**src/rtl/two_point_calibration_sequencer_top_macros.svh**
```systemverilog
// ---------------------------------------------------------------------------
// Calibration sequencer assertion macros
// Concurrent check wrappers; they compile to nothing when SYNTH is set.
// ---------------------------------------------------------------------------
`ifndef TWO_POINT_CALIBRATION_SEQUENCER_TOP_MACROS_SVH
`define TWO_POINT_CALIBRATION_SEQUENCER_TOP_MACROS_SVH

`ifndef SYNTH
// Check a property on an explicit clock and active-low reset.
`define TPC_ASSERT_CLK(lbl, clk, rstn, prop, msg) \
  lbl: assert property (@(posedge clk) disable iff (!rstn) prop) else $error(msg);
// Check a property on the block clock and reset.
`define TPC_ASSERT(lbl, prop, msg) `TPC_ASSERT_CLK(lbl, clk_i, rst_ni, prop, msg)
`else
`define TPC_ASSERT_CLK(lbl, clk, rstn, prop, msg)
`define TPC_ASSERT(lbl, prop, msg)
`endif

`endif

```
**src/rtl/tpc_pkg.sv**
```systemverilog
// ---------------------------------------------------------------------------
// Calibration sequencer package
// Shared codes, register layout and the result word layout.
// ---------------------------------------------------------------------------
package tpc_pkg;

  // Host commands
  typedef enum logic [3:0] {
    CMD_KEY1     = 4'd0,
    CMD_KEY2     = 4'd1,
    CMD_SELECT   = 4'd2,
    CMD_LIVE     = 4'd3,
    CMD_CAP_ZERO = 4'd4,
    CMD_CAP_SPAN = 4'd5,
    CMD_APPLY    = 4'd6,
    CMD_ABORT    = 4'd7,
    CMD_READ     = 4'd8
  } cmd_e;

  typedef enum logic [2:0] {
    ST_LOCKED   = 3'd0,
    ST_READY    = 3'd1,
    ST_ZERO     = 3'd2,
    ST_SPAN     = 3'd3,
    ST_COMPLETE = 3'd4,
    ST_ERROR    = 3'd5
  } cal_state_e;

  typedef enum logic [2:0] {
    ERR_NONE     = 3'd0,
    ERR_LOCKED   = 3'd1,
    ERR_BAD_ARG  = 3'd2,
    ERR_NO_LIVE  = 3'd3,
    ERR_SEQUENCE = 3'd4,
    ERR_SMALL    = 3'd5
  } err_e;

  // Register index taken from the word address
  typedef enum logic [0:0] {
    REG_UNLOCK   = 1'b0,
    REG_MIN_SPAN = 1'b1
  } reg_e;

  localparam int ADDR_W   = 3;
  localparam int CODE_W   = 16;
  localparam int SPAN_W   = 20;
  localparam int DATA_W   = 32;
  localparam int REV_W    = 16;
  // Table index before trimming: channel field (4 bits) by profile field (3 bits)
  localparam int IDXF_W   = 7;

  localparam logic [CODE_W-1:0]        UNLOCK_RESET   = 16'd0;
  localparam logic [SPAN_W-1:0]        MIN_SPAN_RESET = 20'd1000;
  localparam logic signed [DATA_W-1:0] SPAN_RESET     = 32'sd30000;

  typedef struct packed {
    logic [CODE_W-1:0] unlock_code;
    logic [SPAN_W-1:0] min_span;
  } cfg_t;

  typedef struct packed {
    logic                     ok;
    cal_state_e               cal_state;
    err_e                     err;
    logic [2:0]               sel_ch;
    logic [1:0]               sel_pr;
    logic signed [DATA_W-1:0] live;
    logic                     present;
    logic signed [DATA_W-1:0] pzero;
    logic signed [DATA_W-1:0] pspan;
    logic [REV_W-1:0]         rev;
    logic                     rd_ok;
  } res_t;

endpackage

```
**src/rtl/two_point_calibration_sequencer_top.sv**
```systemverilog
// ---------------------------------------------------------------------------
// Two-point calibration sequencer
// Guarded zero/span capture with a per-channel, per-profile result table.
//
//   channel   direction   handshake                 payload
//   in        host->blk   in_valid_i / in_stall_o   command, key, channel, profile, sample
//   out       blk->host   out_valid_o / out_stall_i status, selection, points, table read
//   cfg       host->blk   APB psel/penable/pready   unlock code @0x0, min span @0x4
//
// One word is taken per cycle while the result channel is not stalled; a word
// passes from the input register to the result register when it executes.
// The rate is set by the single execute step between the input and result registers.
// Reset is asynchronous active low; the table needs no clearing pass, since
// per-entry valid bits give the reset values at once.
// A stalled result holds while one more word waits in the input register.
// ---------------------------------------------------------------------------
`include "two_point_calibration_sequencer_top_macros.svh"

module two_point_calibration_sequencer_top #(
  parameter int CHANNELS = 8,
  parameter int PROFILES = 4
) (
  input  logic                               clk_i,
  input  logic                               rst_ni,
  // configuration port
  input  logic                               psel,
  input  logic                               penable,
  input  logic                               pwrite,
  input  logic [tpc_pkg::ADDR_W-1:0]         paddr,
  input  logic [tpc_pkg::DATA_W-1:0]         pwdata,
  output logic [tpc_pkg::DATA_W-1:0]         prdata,
  output logic                               pready,
  // command channel
  input  logic                               in_valid_i,
  output logic                               in_stall_o,
  input  logic [3:0]                         command_i,
  input  logic [15:0]                        key_value_i,
  input  logic [3:0]                         channel_i,
  input  logic [2:0]                         profile_i,
  input  logic signed [31:0]                 sample_uv_i,
  // result channel
  output logic                               out_valid_o,
  input  logic                               out_stall_i,
  output logic                               ok_o,
  output logic [2:0]                         cal_state_o,
  output logic [2:0]                         error_code_o,
  output logic [2:0]                         selected_channel_o,
  output logic [1:0]                         selected_profile_o,
  output logic signed [31:0]                 live_value_o,
  output logic                               live_present_o,
  output logic signed [31:0]                 pending_zero_o,
  output logic signed [31:0]                 pending_span_o,
  output logic [15:0]                        revision_count_o,
  output logic signed [31:0]                 table_zero_o,
  output logic signed [31:0]                 table_span_o
);

  localparam int DEPTH = CHANNELS * PROFILES;
  localparam int IDX_W = (DEPTH > 1) ? $clog2(DEPTH) : 1;

  tpc_pkg::cfg_t cfg;

  // Input register
  logic               in_valid_q;
  logic [3:0]         cmd_q;
  logic [15:0]        key_q;
  logic [3:0]         ch_q;
  logic [2:0]         pr_q;
  logic signed [31:0] smp_q;
  logic               in_take, advance;

  // Result register
  logic               out_valid_q;
  tpc_pkg::res_t      res_d, res_q;

  // Table port
  logic               tbl_we;
  logic [IDX_W-1:0]   tbl_waddr, tbl_raddr;
  logic signed [31:0] tbl_wzero, tbl_wspan, tbl_rzero, tbl_rspan;

  tpc_cfg_regs u_cfg (
    .clk_i   (clk_i),
    .rst_ni  (rst_ni),
    .psel    (psel),
    .penable (penable),
    .pwrite  (pwrite),
    .paddr   (paddr),
    .pwdata  (pwdata),
    .prdata  (prdata),
    .pready  (pready),
    .cfg_o   (cfg)
  );

  // Execute the held word once the result register is free or draining
  assign advance    = in_valid_q && (!out_valid_q || !out_stall_i);
  assign in_stall_o = in_valid_q && !advance;
  assign in_take    = in_valid_i && !in_stall_o;

  always_ff @(posedge clk_i or negedge rst_ni) begin
    if (!rst_ni) begin
      in_valid_q <= 1'b0;
    end else if (in_take) begin
      in_valid_q <= 1'b1;
    end else if (advance) begin
      in_valid_q <= 1'b0;
    end
  end

  always_ff @(posedge clk_i) begin
    if (in_take) begin
      cmd_q <= command_i;
      key_q <= key_value_i;
      ch_q  <= channel_i;
      pr_q  <= profile_i;
      smp_q <= sample_uv_i;
    end
  end

  tpc_core #(
    .CHANNELS (CHANNELS),
    .PROFILES (PROFILES),
    .DEPTH    (DEPTH),
    .IDX_W    (IDX_W)
  ) u_core (
    .clk_i       (clk_i),
    .rst_ni      (rst_ni),
    .exec_i      (advance),
    .cmd_i       (cmd_q),
    .key_i       (key_q),
    .ch_i        (ch_q),
    .pr_i        (pr_q),
    .smp_i       (smp_q),
    .cfg_i       (cfg),
    .res_o       (res_d),
    .tbl_we_o    (tbl_we),
    .tbl_waddr_o (tbl_waddr),
    .tbl_wzero_o (tbl_wzero),
    .tbl_wspan_o (tbl_wspan),
    .tbl_raddr_o (tbl_raddr)
  );

  // Read data is registered inside the table, alongside the result register
  tpc_table #(
    .DEPTH (DEPTH),
    .IDX_W (IDX_W)
  ) u_table (
    .clk_i     (clk_i),
    .rst_ni    (rst_ni),
    .wr_en_i   (tbl_we && advance),
    .wr_addr_i (tbl_waddr),
    .wr_zero_i (tbl_wzero),
    .wr_span_i (tbl_wspan),
    .rd_en_i   (advance),
    .rd_addr_i (tbl_raddr),
    .rd_zero_o (tbl_rzero),
    .rd_span_o (tbl_rspan)
  );

  always_ff @(posedge clk_i or negedge rst_ni) begin
    if (!rst_ni) begin
      out_valid_q <= 1'b0;
    end else if (advance) begin
      out_valid_q <= 1'b1;
    end else if (!out_stall_i) begin
      out_valid_q <= 1'b0;
    end
  end

  always_ff @(posedge clk_i) begin
    if (advance) begin
      res_q <= res_d;
    end
  end

  assign out_valid_o        = out_valid_q;
  assign ok_o               = res_q.ok;
  assign cal_state_o        = res_q.cal_state;
  assign error_code_o       = res_q.err;
  assign selected_channel_o = res_q.sel_ch;
  assign selected_profile_o = res_q.sel_pr;
  assign live_value_o       = res_q.live;
  assign live_present_o     = res_q.present;
  assign pending_zero_o     = res_q.pzero;
  assign pending_span_o     = res_q.pspan;
  assign revision_count_o   = res_q.rev;
  // Drop table data for every word but a valid read
  assign table_zero_o       = res_q.rd_ok ? tbl_rzero : '0;
  assign table_span_o       = res_q.rd_ok ? tbl_rspan : '0;

  // A new result only ever comes from a held word
  `TPC_ASSERT(a_result_from_word, $rose(out_valid_q) |-> $past(in_valid_q), "result without word")
  // Revision never falls back to zero once counting
  `TPC_ASSERT(a_rev_nonzero, (out_valid_q && advance && (res_q.rev != '0)) |=> (res_q.rev != '0), "revision returned to zero")
  // Error state always carries a cause
  `TPC_ASSERT(a_err_cause, (out_valid_q && (res_q.cal_state == tpc_pkg::ST_ERROR)) |-> (res_q.err != tpc_pkg::ERR_NONE), "error state without code")
  // A failed word never shows table data
  `TPC_ASSERT(a_fail_no_table, (out_valid_q && !res_q.ok) |-> ((table_zero_o == '0) && (table_span_o == '0)), "table data on failure")

endmodule

```
**src/rtl/tpc_cfg_regs.sv**
```systemverilog
// ---------------------------------------------------------------------------
// Calibration sequencer configuration registers
// APB-style register file holding the unlock code and the minimum span.
// ---------------------------------------------------------------------------
module tpc_cfg_regs (
  input  logic                        clk_i,
  input  logic                        rst_ni,
  input  logic                        psel,
  input  logic                        penable,
  input  logic                        pwrite,
  input  logic [tpc_pkg::ADDR_W-1:0]  paddr,
  input  logic [tpc_pkg::DATA_W-1:0]  pwdata,
  output logic [tpc_pkg::DATA_W-1:0]  prdata,
  output logic                        pready,
  output tpc_pkg::cfg_t               cfg_o
);

  logic [tpc_pkg::CODE_W-1:0] unlock_q;
  logic [tpc_pkg::SPAN_W-1:0] min_span_q;
  logic                       wr_en;
  tpc_pkg::reg_e              reg_sel;

  assign pready  = 1'b1;
  assign wr_en   = psel && penable && pwrite;
  assign reg_sel = tpc_pkg::reg_e'(paddr[2]);

  always_ff @(posedge clk_i or negedge rst_ni) begin
    if (!rst_ni) begin
      unlock_q   <= tpc_pkg::UNLOCK_RESET;
      min_span_q <= tpc_pkg::MIN_SPAN_RESET;
    end else if (wr_en) begin
      unique case (reg_sel)
        tpc_pkg::REG_UNLOCK:   unlock_q   <= pwdata[tpc_pkg::CODE_W-1:0];
        tpc_pkg::REG_MIN_SPAN: min_span_q <= pwdata[tpc_pkg::SPAN_W-1:0];
        default: ;
      endcase
    end
  end

  always_comb begin
    unique case (reg_sel)
      tpc_pkg::REG_UNLOCK:   prdata = tpc_pkg::DATA_W'(unlock_q);
      tpc_pkg::REG_MIN_SPAN: prdata = tpc_pkg::DATA_W'(min_span_q);
      default:               prdata = '0;
    endcase
  end

  assign cfg_o.unlock_code = unlock_q;
  assign cfg_o.min_span    = min_span_q;

endmodule

```
**src/rtl/tpc_table.sv**
```systemverilog
// ---------------------------------------------------------------------------
// Calibration sequencer zero/span table
// One write port, one registered read port; valid bits give reset values.
// ---------------------------------------------------------------------------
module tpc_table #(
  parameter int DEPTH = 32,
  parameter int IDX_W = (DEPTH > 1) ? $clog2(DEPTH) : 1
) (
  input  logic                               clk_i,
  input  logic                               rst_ni,
  input  logic                               wr_en_i,
  input  logic [IDX_W-1:0]                   wr_addr_i,
  input  logic signed [tpc_pkg::DATA_W-1:0]  wr_zero_i,
  input  logic signed [tpc_pkg::DATA_W-1:0]  wr_span_i,
  input  logic                               rd_en_i,
  input  logic [IDX_W-1:0]                   rd_addr_i,
  output logic signed [tpc_pkg::DATA_W-1:0]  rd_zero_o,
  output logic signed [tpc_pkg::DATA_W-1:0]  rd_span_o
);

  logic signed [tpc_pkg::DATA_W-1:0] zero_mem [DEPTH];
  logic signed [tpc_pkg::DATA_W-1:0] span_mem [DEPTH];
  logic [DEPTH-1:0]                  vld_q;
  logic                              rd_vld_q;
  logic signed [tpc_pkg::DATA_W-1:0] rd_zero_q;
  logic signed [tpc_pkg::DATA_W-1:0] rd_span_q;

  always_ff @(posedge clk_i) begin
    if (wr_en_i) begin
      zero_mem[wr_addr_i] <= wr_zero_i;
      span_mem[wr_addr_i] <= wr_span_i;
    end
    if (rd_en_i) begin
      rd_zero_q <= zero_mem[rd_addr_i];
      rd_span_q <= span_mem[rd_addr_i];
    end
  end

  always_ff @(posedge clk_i or negedge rst_ni) begin
    if (!rst_ni) begin
      vld_q    <= '0;
      rd_vld_q <= 1'b0;
    end else begin
      if (wr_en_i) begin
        vld_q[wr_addr_i] <= 1'b1;
      end
      if (rd_en_i) begin
        rd_vld_q <= vld_q[rd_addr_i];
      end
    end
  end

  // Unwritten entries read as their reset values
  assign rd_zero_o = rd_vld_q ? rd_zero_q : '0;
  assign rd_span_o = rd_vld_q ? rd_span_q : tpc_pkg::SPAN_RESET;

endmodule

```
**src/rtl/tpc_core.sv**
```systemverilog
// ---------------------------------------------------------------------------
// Calibration sequencer core
// Sequence state, keys, selection, live samples and pending points.
// ---------------------------------------------------------------------------
module tpc_core #(
  parameter int CHANNELS = 8,
  parameter int PROFILES = 4,
  parameter int DEPTH    = CHANNELS * PROFILES,
  parameter int IDX_W    = (DEPTH > 1) ? $clog2(DEPTH) : 1
) (
  input  logic                               clk_i,
  input  logic                               rst_ni,
  input  logic                               exec_i,
  input  logic [3:0]                         cmd_i,
  input  logic [15:0]                        key_i,
  input  logic [3:0]                         ch_i,
  input  logic [2:0]                         pr_i,
  input  logic signed [tpc_pkg::DATA_W-1:0]  smp_i,
  input  tpc_pkg::cfg_t                      cfg_i,
  output tpc_pkg::res_t                      res_o,
  output logic                               tbl_we_o,
  output logic [IDX_W-1:0]                   tbl_waddr_o,
  output logic signed [tpc_pkg::DATA_W-1:0]  tbl_wzero_o,
  output logic signed [tpc_pkg::DATA_W-1:0]  tbl_wspan_o,
  output logic [IDX_W-1:0]                   tbl_raddr_o
);

  localparam int CH_W = (CHANNELS > 1) ? $clog2(CHANNELS) : 1;
  localparam int PR_W = (PROFILES > 1) ? $clog2(PROFILES) : 1;
  localparam int IF_W = tpc_pkg::IDXF_W;
  localparam int DW   = tpc_pkg::DATA_W;

  tpc_pkg::cmd_e       cmd;
  tpc_pkg::cal_state_e state_q, state_d;
  tpc_pkg::err_e       err_q, err_d;

  logic [15:0]              key1_q, key2_q, key1_n, key2_n;
  logic [CH_W-1:0]          sel_ch_q, sel_ch_d, ch_idx;
  logic [PR_W-1:0]          sel_pr_q, sel_pr_d, pr_idx;
  logic signed [DW-1:0]     zero_q, zero_d, span_q, span_d;
  logic [tpc_pkg::REV_W-1:0] rev_q, rev_d, rev_inc;
  logic signed [DW-1:0]     live_q [CHANNELS];
  logic [CHANNELS-1:0]      flag_q;

  logic                     unlocked, unlocked_n, ch_ok, pr_ok;
  logic signed [DW-1:0]     live_cur, span_opnd;
  logic                     flag_cur, live_we, too_small, ok;
  logic signed [DW:0]       diff, min_s;
  logic [IF_W-1:0]          waddr_full, raddr_full;
  logic [3:0]               sel_ch_ext;
  logic [2:0]               sel_pr_ext;

  assign cmd = tpc_pkg::cmd_e'(cmd_i);

  assign ch_ok  = {1'b0, ch_i} < 5'(CHANNELS);
  assign pr_ok  = {1'b0, pr_i} < 4'(PROFILES);
  assign ch_idx = ch_i[CH_W-1:0];
  assign pr_idx = pr_i[PR_W-1:0];

  assign key1_n     = (cmd == tpc_pkg::CMD_KEY1) ? key_i : key1_q;
  assign key2_n     = (cmd == tpc_pkg::CMD_KEY2) ? key_i : key2_q;
  assign unlocked   = (key1_q == cfg_i.unlock_code) && (key2_q == cfg_i.unlock_code);
  assign unlocked_n = (key1_n == cfg_i.unlock_code) && (key2_n == cfg_i.unlock_code);

  assign live_cur = live_q[sel_ch_q];
  assign flag_cur = flag_q[sel_ch_q];

  // Span test at full precision: capture checks the live sample, apply the
  // stored span point
  assign span_opnd = (cmd == tpc_pkg::CMD_APPLY) ? span_q : live_cur;
  assign diff      = {span_opnd[DW-1], span_opnd} - {zero_q[DW-1], zero_q};
  assign min_s     = {{(DW + 1 - tpc_pkg::SPAN_W){1'b0}}, cfg_i.min_span};
  assign too_small = (diff > -min_s) && (diff < min_s);

  assign live_we = (cmd == tpc_pkg::CMD_LIVE) && ch_ok;

  // Next sequence state and error code
  always_comb begin
    state_d = state_q;
    err_d   = err_q;
    unique case (cmd)
      tpc_pkg::CMD_KEY1, tpc_pkg::CMD_KEY2: begin
        state_d = unlocked_n ? tpc_pkg::ST_READY : tpc_pkg::ST_LOCKED;
      end
      tpc_pkg::CMD_SELECT: begin
        if (!unlocked) begin
          state_d = tpc_pkg::ST_ERROR;
          err_d   = tpc_pkg::ERR_LOCKED;
        end else if (!(ch_ok && pr_ok)) begin
          state_d = tpc_pkg::ST_ERROR;
          err_d   = tpc_pkg::ERR_BAD_ARG;
        end else begin
          state_d = tpc_pkg::ST_READY;
          err_d   = tpc_pkg::ERR_NONE;
        end
      end
      tpc_pkg::CMD_CAP_ZERO: begin
        if (!unlocked) begin
          state_d = tpc_pkg::ST_ERROR;
          err_d   = tpc_pkg::ERR_LOCKED;
        end else if (!flag_cur) begin
          state_d = tpc_pkg::ST_ERROR;
          err_d   = tpc_pkg::ERR_NO_LIVE;
        end else begin
          state_d = tpc_pkg::ST_ZERO;
          err_d   = tpc_pkg::ERR_NONE;
        end
      end
      tpc_pkg::CMD_CAP_SPAN: begin
        if (state_q != tpc_pkg::ST_ZERO) begin
          state_d = tpc_pkg::ST_ERROR;
          err_d   = tpc_pkg::ERR_SEQUENCE;
        end else if (!flag_cur) begin
          state_d = tpc_pkg::ST_ERROR;
          err_d   = tpc_pkg::ERR_NO_LIVE;
        end else if (too_small) begin
          state_d = tpc_pkg::ST_ERROR;
          err_d   = tpc_pkg::ERR_SMALL;
        end else begin
          state_d = tpc_pkg::ST_SPAN;
          err_d   = tpc_pkg::ERR_NONE;
        end
      end
      tpc_pkg::CMD_APPLY: begin
        if (state_q != tpc_pkg::ST_SPAN) begin
          state_d = tpc_pkg::ST_ERROR;
          err_d   = tpc_pkg::ERR_SEQUENCE;
        end else if (too_small) begin
          state_d = tpc_pkg::ST_ERROR;
          err_d   = tpc_pkg::ERR_SMALL;
        end else begin
          state_d = tpc_pkg::ST_COMPLETE;
          err_d   = tpc_pkg::ERR_NONE;
        end
      end
      tpc_pkg::CMD_ABORT: begin
        state_d = unlocked ? tpc_pkg::ST_READY : tpc_pkg::ST_LOCKED;
        err_d   = tpc_pkg::ERR_NONE;
      end
      default: ;
    endcase
  end

  assign rev_inc = rev_q + 1'b1;

  // Data updates and command status
  always_comb begin
    ok       = 1'b1;
    sel_ch_d = sel_ch_q;
    sel_pr_d = sel_pr_q;
    zero_d   = zero_q;
    span_d   = span_q;
    rev_d    = rev_q;
    tbl_we_o = 1'b0;
    case (cmd)
      tpc_pkg::CMD_KEY1, tpc_pkg::CMD_KEY2, tpc_pkg::CMD_LIVE: ;
      tpc_pkg::CMD_SELECT: begin
        ok = (err_d == tpc_pkg::ERR_NONE);
        if (ok) begin
          sel_ch_d = ch_idx;
          sel_pr_d = pr_idx;
          zero_d   = '0;
          span_d   = '0;
        end
      end
      tpc_pkg::CMD_CAP_ZERO: begin
        ok = (err_d == tpc_pkg::ERR_NONE);
        if (ok) begin
          zero_d = live_cur;
        end
      end
      tpc_pkg::CMD_CAP_SPAN: begin
        ok = (err_d == tpc_pkg::ERR_NONE);
        if (ok) begin
          span_d = live_cur;
        end
      end
      tpc_pkg::CMD_APPLY: begin
        ok = (err_d == tpc_pkg::ERR_NONE);
        if (ok) begin
          tbl_we_o = 1'b1;
          // skip zero on wrap
          rev_d    = (rev_inc == '0) ? tpc_pkg::REV_W'(1) : rev_inc;
        end
      end
      tpc_pkg::CMD_ABORT: begin
        zero_d = '0;
        span_d = '0;
      end
      tpc_pkg::CMD_READ: begin
        ok = ch_ok && pr_ok;
      end
      default: begin
        ok = 1'b0;
      end
    endcase
  end

  always_ff @(posedge clk_i or negedge rst_ni) begin
    if (!rst_ni) begin
      key1_q   <= '0;
      key2_q   <= '0;
      state_q  <= tpc_pkg::ST_LOCKED;
      err_q    <= tpc_pkg::ERR_NONE;
      sel_ch_q <= '0;
      sel_pr_q <= '0;
      zero_q   <= '0;
      span_q   <= '0;
      rev_q    <= '0;
      flag_q   <= '0;
      for (int i = 0; i < CHANNELS; i++) begin
        live_q[i] <= '0;
      end
    end else if (exec_i) begin
      key1_q   <= key1_n;
      key2_q   <= key2_n;
      state_q  <= state_d;
      err_q    <= err_d;
      sel_ch_q <= sel_ch_d;
      sel_pr_q <= sel_pr_d;
      zero_q   <= zero_d;
      span_q   <= span_d;
      rev_q    <= rev_d;
      if (live_we) begin
        live_q[ch_idx] <= smp_i;
        flag_q[ch_idx] <= 1'b1;
      end
    end
  end

  // Table addresses: written at the selection, read at the command's fields
  assign waddr_full  = IF_W'(sel_ch_q) * IF_W'(PROFILES) + IF_W'(sel_pr_q);
  assign raddr_full  = IF_W'(ch_i) * IF_W'(PROFILES) + IF_W'(pr_i);
  assign tbl_waddr_o = waddr_full[IDX_W-1:0];
  assign tbl_raddr_o = raddr_full[IDX_W-1:0];
  assign tbl_wzero_o = zero_q;
  assign tbl_wspan_o = span_q;

  assign sel_ch_ext = 4'(sel_ch_d);
  assign sel_pr_ext = 3'(sel_pr_d);

  // Result word shows the state after the command; forward a live sample
  // landing on the selected channel
  always_comb begin
    res_o.ok        = ok;
    res_o.cal_state = state_d;
    res_o.err       = err_d;
    res_o.sel_ch    = sel_ch_ext[2:0];
    res_o.sel_pr    = sel_pr_ext[1:0];
    res_o.live      = (live_we && (ch_idx == sel_ch_d)) ? smp_i : live_q[sel_ch_d];
    res_o.present   = (live_we && (ch_idx == sel_ch_d)) || flag_q[sel_ch_d];
    res_o.pzero     = zero_d;
    res_o.pspan     = span_d;
    res_o.rev       = rev_d;
    res_o.rd_ok     = (cmd == tpc_pkg::CMD_READ) && ch_ok && pr_ok;
  end

endmodule
```
**config.mk**
```make
export PLATFORM = sky130hd
export DESIGN_NAME = two_point_calibration_sequencer_top
export DESIGN_NICKNAME = d
export VERILOG_FILES = /design/src/rtl/tpc_pkg.sv /design/src/rtl/two_point_calibration_sequencer_top.sv /design/src/rtl/tpc_cfg_regs.sv /design/src/rtl/tpc_table.sv /design/src/rtl/tpc_core.sv
export VERILOG_INCLUDE_DIRS = /design/src /design/src/rtl
export SDC_FILE = /design/constraint.sdc
export NUM_CORES = 2
export LEC_CHECK = 0
export ABC_AREA = 1
export BUFFER_PORTS_ARGS = -buffer_cell sky130_fd_sc_hd__buf_2
export CORE_MARGIN = 4
export CORE_UTILIZATION = 60
export CTS_BUF_LIST = sky130_fd_sc_hd__clkbuf_8
export CTS_CLUSTER_SIZE = 25
export DETAILED_ROUTE_END_ITERATION = 6
export PLACE_DENSITY = 0.77
export SYNTH_ARGS = -nofsm -noshare
export SYNTH_HDL_FRONTEND = slang
export SYNTH_HIERARCHICAL = 1
export SYNTH_SLANG_ARGS = --single-unit
```
**constraint.sdc**
```tcl
create_clock -name clk_i -period 12.26 [get_ports clk_i]
set_input_delay 0.613 -clock clk_i [delete_from_list [all_inputs] [get_ports clk_i]]
set_output_delay 0.613 -clock clk_i [all_outputs]
set_load 0.02 [all_outputs]
```
==> flow_metrics.env <==
export IMPL_status="finished, violations left"
export IMPL_violations="design-rule violations"
export IMPL_required_ns=13.09
export IMPL_switching_share_pct=36.4
export IMPL_core_um2=200000
export IMPL_pre_cts_ws_ns=1.74
export IMPL_ant_nets=0
export IMPL_critPathMaxStageDelay_ns=0.93
export IMPL_grt_pass1_wl_um=525000
export IMPL_area_growth_synth_to_final_pct=9.17
export IMPL_drive_above_1_share_pct=9.57
export IMPL_pwr_share_seq_pct=45.0
export IMPL_synth_distinct_cells=65
export IMPL_multi_input_area_um2=33700
export IMPL_grt_busiest_layer="met2"
export IMPL_grt_max_degree=235
export IMPL_synthDominantCellAreaShare_pct=57.0
export IMPL_place_congestion=0.949
export IMPL_cp_start_kind="flop"
export IMPL_cp_end_kind="flop"
export IMPL_synth_seq_cells=2755
export IMPL_setup_viol=0
export IMPL_rows=164
export IMPL_nFillCells=14500
export IMPL_crit_path_start="u_core/sel_ch_q[0]"
export IMPL_initial_core_util_pct=60.4
export IMPL_relSlewSlack_pct=4.68
export IMPL_clock_path_buffers=4
export IMPL_postCtsSetupBuffers=0
export IMPL_grt_pass1_vias=86600
export IMPL_chipHeight_um=457
export IMPL_r2r_cells=39
export IMPL_synth_edf_count=2297
export IMPL_utilization_pct=66.0
export IMPL_worst_slew_pin_slew_ns=1.41
export IMPL_min_delay_path_class="in2async"
export IMPL_p_comb_share_pct=28.8
export IMPL_grt_util_met3_pct=6.41
export IMPL_nets=11700
export IMPL_hpwl_um=195000
export IMPL_drt_iter0_drc=12600
export IMPL_cts_tree="yes"
export IMPL_postSynthAreaPerCell_um2=10.6
export IMPL_cts_resized=0
export IMPL_critPathMaxFanout=58
export IMPL_fmax_ghz=0.0914
export IMPL_track_usage_pct=33.0
export IMPL_antenna_found_initial=15
export IMPL_chipWidth_um=457
export IMPL_numClockSinks=2755
export IMPL_yosysMostFrequentCell="nand2_1"
export IMPL_switchingPower_uw=9780
export IMPL_portBuffers=297
export IMPL_numCtsBuffers=433
export IMPL_synth_seq_area_share_pct=66.5
export IMPL_pwr_share_clk_pct=26.2
export IMPL_skew_ns=0.0930
export IMPL_p_per_area_nw_per_um2=203
export IMPL_clkTransAtPathRegs_ns=0.07
export IMPL_drt_pre_antenna_iters=7
export IMPL_cp_depth=39
export IMPL_yosys_top_cells_count="nand2_1 (2544), edfxtp_1 (2297), nand3_1 (1420)"
export IMPL_fin_crit_sh_pct=89.2
export IMPL_p_leak_uw=0.0516
export IMPL_clk_latency_ns=1.13
export IMPL_path_buf_inv=8
export IMPL_p_int_uw=17100
export IMPL_wl_um=354000
export IMPL_vias=90600
export IMPL_io_pins=325
export IMPL_async_flop_share_pct=16.6
export IMPL_cpMostUsedCell="nand2_1"
export IMPL_synthFlopType="edfxtp_1"
export IMPL_crit_family="simple AND/OR/NAND/NOR gates"
export IMPL_seq_area_um2=80500
export IMPL_hold_viol_final=0
export IMPL_synthTopCellsByArea="edfxtp_1 (57%), dfrtp_1 (9.3%), nand2_1 (7.9%), nand3_1 (5.9%), o21ai_0 (5.0%)"
export IMPL_yosysTopAreaCell="edfxtp_1"
export IMPL_drc=1
export IMPL_netlist_instances=11400
export IMPL_ys_warn_count=6
export IMPL_finalSetupTns_ns=0
export IMPL_vias_per_cell=6.24
export IMPL_maxCapViolCount=0
export IMPL_rsz0062_at_grt="false"
export IMPL_vdd_ir_drop_max_uv=144
export IMPL_htree_levels=5
export IMPL_worstPathArrival_ns=11.77
export IMPL_critical_path_class="reg2reg"
export IMPL_maxSlewViolCount=0
export IMPL_hold_buffers=96
export IMPL_setup_ws_ns=1.32
export IMPL_reg2reg_from="u_core/sel_ch_q[0]"
export IMPL_die_area_um2=209000
export IMPL_synth_area_um2=121000
export IMPL_grtUsageMet1_pct=43.8
export IMPL_post_drt_wl_per_cell_um=24.4
export IMPL_gr_total_overflow=0
export IMPL_cts_root_buf="clkbuf_8"
export IMPL_use_met2_pct=51.6
export IMPL_critPathSlowestCell="nand3_2"
export IMPL_min_period_ns=10.94
registers in the layout (all words and copies together) (netlist names), 20 cells and up:
name,count
live_value_o,32
pending_span_o,32
pending_zero_o,32
smp_q,32
u_cfg/min_span_q,20
u_core/live_q,256
u_core/tbl_wspan_o,32
u_core/tbl_wzero_o,32
u_table/rd_span_q,32
u_table/rd_zero_q,32
u_table/span_mem,1024
u_table/vld_q,32
u_table/zero_mem,1024
worst paths after layout:
check	slack, ns	to
worst max-delay path	1.32	live_value_o[11]
worst min-delay path	0.16	u_cfg/min_span_q[2]
worst max register to register	1.32	live_value_o[11]
worst min register to register	0.46	u_table/vld_q[22]
max in group asynchronous	9.69	u_core/sel_ch_q[0]
min in group clk_i	0.20	smp_q[27]
logic make-up (layout without fill, tap and decap cells):
group	Yosys count	in the layout	share of synthesized area (%)
buffers and inverters	1597	2053	6.07
AO/OA/AOI/OAI	2002	2002	8.88
AND/OR/NAND/NOR	4871	4871	17.1
other	2	19	0.00620
XOR/XNOR	68	68	0.492
multiplexers	7	7	0.0579
flip-flops	2755	2755	66.5
adder cells (fa/ha/maj)	87	87	0.905
through the flow:
stage / hold slack (ns) / power, uW / instance area (um2) / std cells
after global routing: 0.143 / 28100 / 132000 / 14500
after global placement: 0.448 / 19600 / 123000 / 13700
after detailed placement: 0.452 / 19700 / 123000 / 13700
after CTS: 0.106 / 26700 / 132000 / 14500
after floorplan: 0.317 / 17000 / 121000 / 11400
final: 0.164 / 26900 / 132000 / 14500
cell type report:
class / instances / share of cell area [%]
flip-flops and latches: 2755 / 60.9
multi-input cells: 7048 / 25.5
clock buffers: 455 / 4.74
repair buffers: 568 / 3.20
well taps: 2656 / 2.51
inverters: 727 / 2.09
clock inverters: 303 / 1.08
diodes: 6 / 0.0114
layer usage:
| metal | vias to the layer above | routed length, um |
|---|---|---|
| met2 | 6302 | 161000 |
| met5 | - | 13 |
| met4 | 2 | 23100 |
| met1 | 43300 | 127000 |
| li1 | 39800 | - |
| met3 | 1158 | 42000 |
power by group through the flow:
| stage | Sequential (uW) | Clock, uW | Combinational (uW) |
|---|---|---|---|
| 2_1_floorplan | 12000 | 0 | 4930 |
| 3_3_place_gp | 12200 | 0 | 7350 |
| 3_5_place_dp | 12200 | 0 | 7470 |
| 4_1_cts | 12100 | 7110 | 7540 |
| 5_1_grt | 12100 | 7560 | 8390 |
| 6_report | 12100 | 7050 | 7730 |
layout by cell type, fill, tap and decap left out, types with 255 or more instances in the layout:
master	netlist	routed
inv_1	710	846
clkbuf_8	0	455
a21oi_1	361	361
buf_2	220	296
nand3_1	1420	1418
o22ai_1	255	255
nand2_1	2544	2535
edfxtp_1	2297	2297
o21ai_0	1212	1210
nor2_1	679	645
dfrtp_1	452	448
Power figures use the tool's default switching activity.
